===== config.mk =====
export PLATFORM = sky130hd
export DESIGN_NAME = trf_front
export DESIGN_NICKNAME = d
export VERILOG_FILES = /design/src/hdl/trf_pkg.sv /design/src/hdl/trf_front.sv
export SDC_FILE = /design/constraint.sdc
export NUM_CORES = 1
export LEC_CHECK = 0
export BUFFER_PORTS_ARGS = -buffer_cell sky130_fd_sc_hd__buf_2
export CAP_MARGIN = 5
export CORE_UTILIZATION = 38
export CTS_CLUSTER_SIZE = 10
export DETAILED_ROUTE_END_ITERATION = 16
export PLACE_DENSITY = 0.64
export SETUP_SLACK_MARGIN = 0.5
export SLEW_MARGIN = 40
export SYNTH_ARGS = -nofsm -noshare
export SYNTH_HDL_FRONTEND = slang
export SYNTH_SLANG_ARGS = --single-unit

===== constraint.sdc =====
create_clock -name clock -period 5.43 [get_ports clock]
set_clock_uncertainty 0.05 [all_clocks]
set_input_delay 0.543 -clock clock [delete_from_list [all_inputs] [get_ports clock]]
set_output_delay 0.543 -clock clock [all_outputs]
set_load 0.1 [all_outputs]

===== src/hdl/trf_pkg.sv =====
// Package: shared types, constants and command codes for tile reassembly with fill.
`default_nettype none
package trf_pkg;
   localparam int MAX_GRID     = 8;
   localparam int MAX_TILE_DIM = 32;
   localparam int CHECKER_SIZE = 32;
   localparam int GRID_BITS    = $clog2(MAX_GRID);
   localparam int DIM_BITS     = $clog2(MAX_TILE_DIM);
   localparam int TILES        = MAX_GRID * MAX_GRID;
   localparam int TILE_BITS    = 2 * GRID_BITS;
   localparam int ADDR_BITS    = TILE_BITS + 2 * DIM_BITS;
   localparam int STORE_DEPTH  = 1 << ADDR_BITS;
   localparam int COUNT_BITS   = 17;
   localparam int SUM_BITS     = 24;
   localparam logic [COUNT_BITS-1:0] COUNT_LIMIT = 17'd65536;
   localparam int QDEPTH       = 2;

   typedef enum logic [1:0] {
      CMD_LOAD  = 2'd0,
      CMD_MARK  = 2'd1,
      CMD_READ  = 2'd2,
      CMD_CLEAR = 2'd3
   } cmd_type;

   typedef enum logic [2:0] {
      REG_GRID_ROWS   = 3'd0,
      REG_GRID_COLS   = 3'd1,
      REG_TILE_WIDTH  = 3'd2,
      REG_TILE_HEIGHT = 3'd3,
      REG_CHANNELS    = 3'd4,
      REG_FILL_MODE   = 3'd5
   } reg_type;

   typedef enum logic [2:0] {
      FILL_BLACK   = 3'd0,
      FILL_WHITE   = 3'd1,
      FILL_AVERAGE = 3'd2,
      FILL_NEAREST = 3'd3,
      FILL_CHECKER = 3'd4
   } fill_type;

   typedef struct packed {
      logic [1:0] cmd;
      logic [2:0] tile_row;
      logic [2:0] tile_col;
      logic [4:0] pixel_row;
      logic [4:0] pixel_col;
      logic       is_available;
      logic [7:0] chan0_in;
      logic [7:0] chan1_in;
      logic [7:0] chan2_in;
      logic [7:0] chan3_in;
   } req_type;

   typedef struct packed {
      logic [7:0] chan0_out;
      logic [7:0] chan1_out;
      logic [7:0] chan2_out;
      logic [7:0] chan3_out;
      logic       was_filled;
   } rsp_type;

   // classified job handed from front to back
   typedef struct packed {
      logic                 is_read;
      logic                 is_load;
      logic                 tile_valid;
      logic [GRID_BITS-1:0] trow;
      logic [GRID_BITS-1:0] tcol;
      logic [DIM_BITS-1:0]  prow;
      logic [DIM_BITS-1:0]  pcol;
      logic [31:0]          word;
   } job_type;

   // effective configuration
   typedef struct packed {
      logic [GRID_BITS:0] rows;
      logic [GRID_BITS:0] cols;
      logic [DIM_BITS:0]  tw;
      logic [DIM_BITS:0]  th;
      logic [2:0]         nch;
      logic [2:0]         mode;
   } cfg_type;
endpackage
`default_nettype wire


===== src/hdl/trf_front.sv =====
// Front end: accepts transactions, checks ranges, keeps map and statistics, queues jobs.
`default_nettype none
module trf_front import trf_pkg::*; (
   input  wire logic       clock,
   input  wire logic       reset,
   input  wire logic       req_valid,
   output logic            req_ready,
   input  wire req_type    req_data,
   input  wire cfg_type    cfg,
   output logic            job_valid,
   input  wire logic       job_ready,
   output job_type         job,
   input  wire logic       read_done,
   output logic [TILES-1:0]              map,
   output logic [SUM_BITS-1:0]           sum_ff [4],
   output logic [COUNT_BITS-1:0]         count_ff
);
   job_type q_ff [QDEPTH];
   logic [$clog2(QDEPTH)-1:0] wp_ff, rp_ff;
   logic [$clog2(QDEPTH):0]   fill_ff;
   logic [TILES-1:0]          map_ff;
   logic                      hold_ff;
   logic tile_ok, pix_ok, push, pop;
   logic [TILE_BITS-1:0] tidx;
   job_type j;

   assign tidx    = {req_data.tile_row, req_data.tile_col};
   assign tile_ok = ({1'b0, req_data.tile_row} < cfg.rows) && ({1'b0, req_data.tile_col} < cfg.cols);
   assign pix_ok  = tile_ok && ({1'b0, req_data.pixel_row} < cfg.th)
                    && ({1'b0, req_data.pixel_col} < cfg.tw);
   assign req_ready = (fill_ff != QDEPTH[$clog2(QDEPTH):0]) && !hold_ff;
   assign push = req_valid && req_ready && pix_ok
                 && (req_data.cmd == CMD_LOAD || req_data.cmd == CMD_READ);
   assign pop  = job_valid && job_ready;
   assign job_valid = (fill_ff != '0);
   assign job = q_ff[rp_ff];
   assign map = map_ff;

   always_comb begin
      j.is_read    = (req_data.cmd == CMD_READ);
      j.is_load    = (req_data.cmd == CMD_LOAD);
      j.tile_valid = map_ff[tidx];
      j.trow       = req_data.tile_row;
      j.tcol       = req_data.tile_col;
      j.prow       = req_data.pixel_row;
      j.pcol       = req_data.pixel_col;
      j.word       = {req_data.chan3_in, req_data.chan2_in, req_data.chan1_in, req_data.chan0_in};
   end

   always_ff @(posedge clock) begin
      if (push) q_ff[wp_ff] <= j;
      if (reset) begin
         wp_ff <= '0; rp_ff <= '0; fill_ff <= '0; map_ff <= '0; count_ff <= '0;
         hold_ff <= 1'b0;
         for (int c = 0; c < 4; c++) sum_ff[c] <= '0;
      end else begin
         if (push) wp_ff <= wp_ff + 1'b1;
         if (pop)  rp_ff <= rp_ff + 1'b1;
         fill_ff <= fill_ff + {{$clog2(QDEPTH){1'b0}}, push} - {{$clog2(QDEPTH){1'b0}}, pop};
         // hold input while a read uses the map and statistics
         if (push && j.is_read) hold_ff <= 1'b1;
         else if (read_done) hold_ff <= 1'b0;
         if (req_valid && req_ready) begin
            unique case (req_data.cmd)
               CMD_CLEAR: begin
                  map_ff <= '0; count_ff <= '0;
                  for (int c = 0; c < 4; c++) sum_ff[c] <= '0;
               end
               CMD_MARK: if (tile_ok) map_ff[tidx] <= req_data.is_available;
               CMD_LOAD: if (pix_ok && count_ff < COUNT_LIMIT) begin
                  count_ff <= count_ff + 1'b1;
                  for (int c = 0; c < 4; c++)
                     sum_ff[c] <= sum_ff[c] + {{(SUM_BITS-8){1'b0}}, j.word[8*c +: 8]};
               end
               default: ;
            endcase
         end
      end
   end

   assert property (@(posedge clock) disable iff (reset) fill_ff <= QDEPTH)
      else $error("queue overflow");
   assert property (@(posedge clock) disable iff (reset) push |=> job_valid)
      else $error("pushed job lost");
   assert property (@(posedge clock) disable iff (reset) count_ff <= COUNT_LIMIT)
      else $error("count beyond limit");
endmodule
`default_nettype wire


After elaboration in Yosys (flattened, before gate mapping). Memories as Yosys holds them, arrays and structs flattened. A register that Yosys moved wholly into a read port is not among the register bits. Cells that the tools add are included.

Bits in registers: 182. Memory bits (writable): 102. Word-level logic and storage cells: 70. Bits in latches: 0. Output and inout bits: 230. Input bits: 82. Memories kept: 1. ROM bits: 0.

Memories: q_ff (depth 2, width 51, read ports 1, clocked after Yosys merged registers in 1, write ports 1, line trf_front.sv:18) `job_type q_ff [QDEPTH];`.

Muxes and demuxes: 17. Shift-type cells: 0. Add/sub/neg operators: 9. Magnitude comparators: 7. Div/mod/pow operators: 0. Equal/unequal tests: 6. Bitwise gates (word level): 0. Multipliers: 0. Reduce and logical (&&, ||, !) cells: 20.

Operators with widths (number): case mux 96 bit (2 select lines) (1); case mux 64 bit (2 select lines) (1); adder 24 x 8 -> 24 bit (4); 2-to-1 mux 96 bit (1); bitwise mux 64 bit (1); 2-to-1 mux 64 bit (1); case mux 17 bit (2 select lines) (1); adder 17 x 1 -> 17 bit (second input constant) (1); less-than comparator 17 bit (second input constant) (1); 2-to-1 mux 17 bit (1); less-than comparator 5 x 6 -> 1 bit (2); logical AND 1 bit (11); less-than comparator 3 x 4 -> 1 bit (2); 2-to-1 mux 1 bit (8); nonzero test 2 bit (4); less-than comparator 6 x 7 -> 1 bit (second input constant) (1); binary-select mux 1 bit (select 6 bit) (1); demux 1 bit (select 6 bit) (1); greater-or-equal comparator 6 x 1 -> 1 bit (second input constant) (1); AND reduction 3 bit (2); == test 2 bit (second input constant) (2); != test 2 bit (second input constant) (2); adder 1 bit (second input constant) (2); adder 2 x 1 -> 2 bit (1); 6 further kinds (6).

Longest topological paths before layout.
Word-level depth: 8. Mapped depth: 15. Mapped depth without buffers: 14.

Worst setup path after synthesis. No wires, ideal clock.

Path type: input -> register. Start: input port cfg[15] (netlist bit). End: memory q_ff[0][0] (netlist bit) (enable). Path slack: 627 ps. Arrival time: 4293 ps. Library setup time: 460 ps. Path buffers: 1. Cell stages on the path: 10. Required time: 4920 ps. Cells stage by stage: inv_1 > ha_1 > a211oi_1 > or3_1 > o211ai_1 > or3_4 > clkbuf_1 > nor2_1 > inv_1 > nor2_1.

Longest elaborated chain between the ends: 6.

Ends and longest elaborated chain: start: declaration (line trf_front.sv:9) `input wire cfg_type cfg,`; less-than comparator 5 x 6 -> 1 bit (line trf_front.sv:30) `&& ({1'b0, req_data.pixel_col} < cfg.tw);`; logical AND 1 bit (line trf_front.sv:30); logical AND 1 bit (line trf_front.sv:32) `assign push = req_valid && req_ready && pix_ok`; logical AND 1 bit (line trf_front.sv:33) `&& (req_data.cmd == CMD_LOAD || req_data.cmd == CMD_READ);`; 2-to-1 mux 1 bit (line trf_front.sv:51) `if (push) q_ff[wp_ff] <= j;`; 2-to-1 mux 1 bit (not written as such) (line trf_front.sv:51); end: declaration (line trf_front.sv:18).

Every way passes these cells.

Final worst setup path.
Start: input port req_data[44] (netlist bit). End: register sum_ff[17] (netlist bit).

Longest elaborated chain between the ends: 7.

Ends and longest elaborated chain: start: declaration (line trf_front.sv:8) `input wire req_type req_data,`; less-than comparator 3 x 4 -> 1 bit (line trf_front.sv:28) `assign tile_ok = ({1'b0, req_data.tile_row} < cfg.rows) && ({1'b0, req_data.tile_col} < cfg.cols);`; logical AND 1 bit (line trf_front.sv:28); logical AND 1 bit (line trf_front.sv:29) `assign pix_ok = tile_ok && ({1'b0, req_data.pixel_row} < cfg.th)`; logical AND 1 bit (line trf_front.sv:30); logical AND 1 bit (line trf_front.sv:70) `CMD_LOAD: if (pix_ok && count_ff < COUNT_LIMIT) begin`; != test 2 x 1 -> 1 bit (no line); AND reduction 3 bit (no line); end signal: indexed assignment (line trf_front.sv:73) `sum_ff[c] <= sum_ff[c] + {{(SUM_BITS-8){1'b0}}, j.word[8*c +: 8]};`; end: declaration (line trf_front.sv:15) `output logic [SUM_BITS-1:0] sum_ff [4],`.

Every way passes these cells. A chain may end at the register's enable or synchronous reset.

==> flow_summary_export.csv <==
group,metric,value,unit
critical_path,crit_path_start_kind,"input pin",
grt,antenna_found_initial,1,
yosys,syn_nets,1532,
sta,period_needed,3.390,ns
cts,clk_latency,0.53,ns
floorplan,fp.dieH,191.5,um
grt,grt_pass1_vias,11300,
cts,clkSinkCount,285,
sta,relSlewSlack,43.50,%
drt,drt_wl_total,42.56,mm
cells_and_area,final_cell_mix,"buf_2, dfxtp_1, a21oi_1",
grt,gr-total-overflow,0,
critical_path,max_stage_delay,0.69,ns
drt,viasPerCell,5.611,
critical_path,crit_required,5.84,ns
grt,grt.total_usage,22.32,%
floorplan,rows,69,
yosys,ys_top_cells_by_area,"dfxtp_1, edfxtp_1, a21oi_1, mux2_2, ha_1",
yosys,synth-edff-count,102,
power_and_ir_drop,power.leakage,6.548,nW
sta,period_share,62.43,%
cts,cts_root_buf,"clkbuf_16",
yosys,synth_area_per_cell,9.750,um2
yosys,ys_seq_elements,285,
drt,num_vias,12130,
drt,drc,0,
critical_path,cp_slowest_cell,"or3_1",
cells_and_area,final_common_cell,"buf_2",
sta,max_freq,295.0,MHz
cts,cts_setup_buffers,0,
floorplan,ios,312,
yosys,yosysTopAreaCellShare,26.86,%
sta,rsz0062_at_grt,"false",
floorplan,start_util,38.44,%
placement,dp_hpwl,29.37,mm
cts,htree_levels,2,
power_and_ir_drop,ir_drop,0.2489,mV
yosys,synth_largest_area_cell,"dfxtp_1",
cts,clk_pin_slew_worst_paths,0.06,ns
placement,gp_congestion,0.8827,
grt,grt_start_max_net_pins,105,
run,maxCapViolations,0,
drt,dr.pass1.iters,5,
placement,dp_cells,2100,
drt,initialDrtViolationCount,923,
sta,hold_viol_final,0,
placement,dp_slack,1.523,ns
cts,ctsHoldBuffers,0,
yosys,yosysSeqAreaShare,49.31,%
cells_and_area,drive_gt1_share,27.29,%
yosys,ys.flop_type,"dfxtp_1",
cells_and_area,instances_no_fill,2161,
outcome,status,"finished, final reports clean",
sta,finalSetupViolCount,0,
drt,wl_per_cell,19.69,um
cts,numCtsBuffers,36,
cells_and_area,area_growth_syn_to_layout,22.84,%
cells_and_area,layout.nets,1810,
sta,fin_tns_setup,0,ns
cells_and_area,fillers,3337,
cts,clock_path_buffers,3,
sta,drv_slew,0,
critical_path,worstPathArrival,3.80,ns
floorplan,core_area,0.03548,mm2
cts,ctsResizeCount,0,
power_and_ir_drop,p_per_area,354.6,mW/mm2
yosys,synth_cell_types,63,
floorplan,die_w,191.5,um
yosys,syn-cell-area,0.01364,mm2
floorplan,die_area,0.03666,mm2
placement,port-buffer-count,305,
yosys,synth_cells,1399,
critical_path,critical_path.cell_chain,"buf_2, ha_1, a211oi_2, o32ai_2, or3_4, or3_1, or4_1, nand3_1",
drt,ant_nets,0,
sta,tightest_slew,0.8458,ns
critical_path,cp_max_fo,42,
grt,grt_pass1_wl,63.70,mm
min_path,hold_path.class,"in2reg",
yosys,ys_warn_count,0,
cts,cts_tree,"done",
critical_path,endpoint_kind,"flip-flop",
cells_and_area,n_antenna_cell,0,
critical_path,worstSetupPathType,"in2reg",
yosys,async_reset_ff_share,0,%
sta,worst_slack,2.040,ns
==> critical path: cells and delay by family <==
kind | cells | cell delay [ns]
buffers and inverters | 1 | 0.59
AND/OR/NAND/NOR | 4 | 1.87
adder cells (fa/ha/maj) | 1 | 0.36
AO/OA/AOI/OAI | 2 | 0.41
==> final timing paths <==
| check | slack (ns) | cells after the start | start | to |
|---|---|---|---|---|
| worst min register to register | 0.42 | 2 | sum_ff[77] | sum_ff[77] |
| worst min-delay path | 0.17 | 1 | req_data[15] | q_ff[1][23] |
| worst max-delay path | 2.04 | 8 | req_data[44] | sum_ff[17] |
| worst max register to register | 2.32 | 10 | sum_ff[0] | sum_ff[22] |
==> through the flow <==
step	utilization [%]	hold WS, ns	power (W)	instance area, um2
after global placement	44.05	0.4052	0.003738	15630
after detailed placement	44.14	0.4124	0.003755	15660
after CTS	47.18	0.1511	0.006003	16740
after global routing	47.22	0.1647	0.006145	16760
final	47.22	0.1734	0.005941	16760
after floorplan	-	0.4312	0.003473	13640
==> cells by family (layout without fill, tap and decap cells) <==
| logic type | after synthesis | after routing | synth area share [%] |
|---|---|---|---|
| AO/OA/AOI/OAI | 373 | 373 | 16.63 |
| XOR/XNOR | 46 | 46 | 2.954 |
| adder cells (fa/ha/maj) | 51 | 51 | 4.898 |
| buffers and inverters | 116 | 417 | 3.238 |
| flip-flops | 285 | 285 | 49.31 |
| multiplexers | 66 | 66 | 5.733 |
| AND/OR/NAND/NOR | 462 | 462 | 17.24 |
==> cells in the mapped netlist (all sizes together), types with 6 or more instances <==
master,number
a21o,6
or3,26
nand4,15
nand2,82
ha,47
o21bai,8
or4,23
edfxtp,102
o31ai,22
inv,38
a31oi,8
nor2,93
xor2,30
o211ai,6
nand3,103
o21ai,103
nor3,24
nor2b,13
mux2,57
xnor2,16
clkbuf,57
buf,21
and3,16
a21oi,145
or2,17
and2,18
nand2b,16
dfxtp,183
a221oi,11
a211oi,14
==> registers in the layout, indices dropped and copies added, names as in the netlist, named ones only <==
register and cells:
count_ff 17, fill_ff 2, hold_ff 1, map 64, q_ff 102, rp_ff 1, sum_ff 96, wp_ff 1
==> layer usage <==
layer	wire, um	track usage, %	share of wire, %
met1	18590	29.65	44
met5	8	0	0.019
met4	1594	9.341	3.7
met2	18970	34.63	45
met3	3397	5.269	8.0
==> final cells by class <==
class	count	area [um2]	area share, %
clock buffer	56	1039	6.198
clock inverter	5	38.79	0.2315
inverter	38	142.6	0.8513
multi-input combinational	998	6560	39.15
sequential	285	6728	40.15
tap	461	576.8	3.442
timing repair buffer	318	1672	9.976
==> power breakdown <==
| group | switching (W) | internal, W | total [W] |
|---|---|---|---|
| clock | 0.000923 | 0.00131 | 0.00224 |
| combinational | 0.00111 | 0.000295 | 0.00140 |
| sequential | 0.0000361 | 0.00227 | 0.00230 |
| total | 0.00207 | 0.00387 | 0.00594 |
Power figures use the tool's default switching activity.
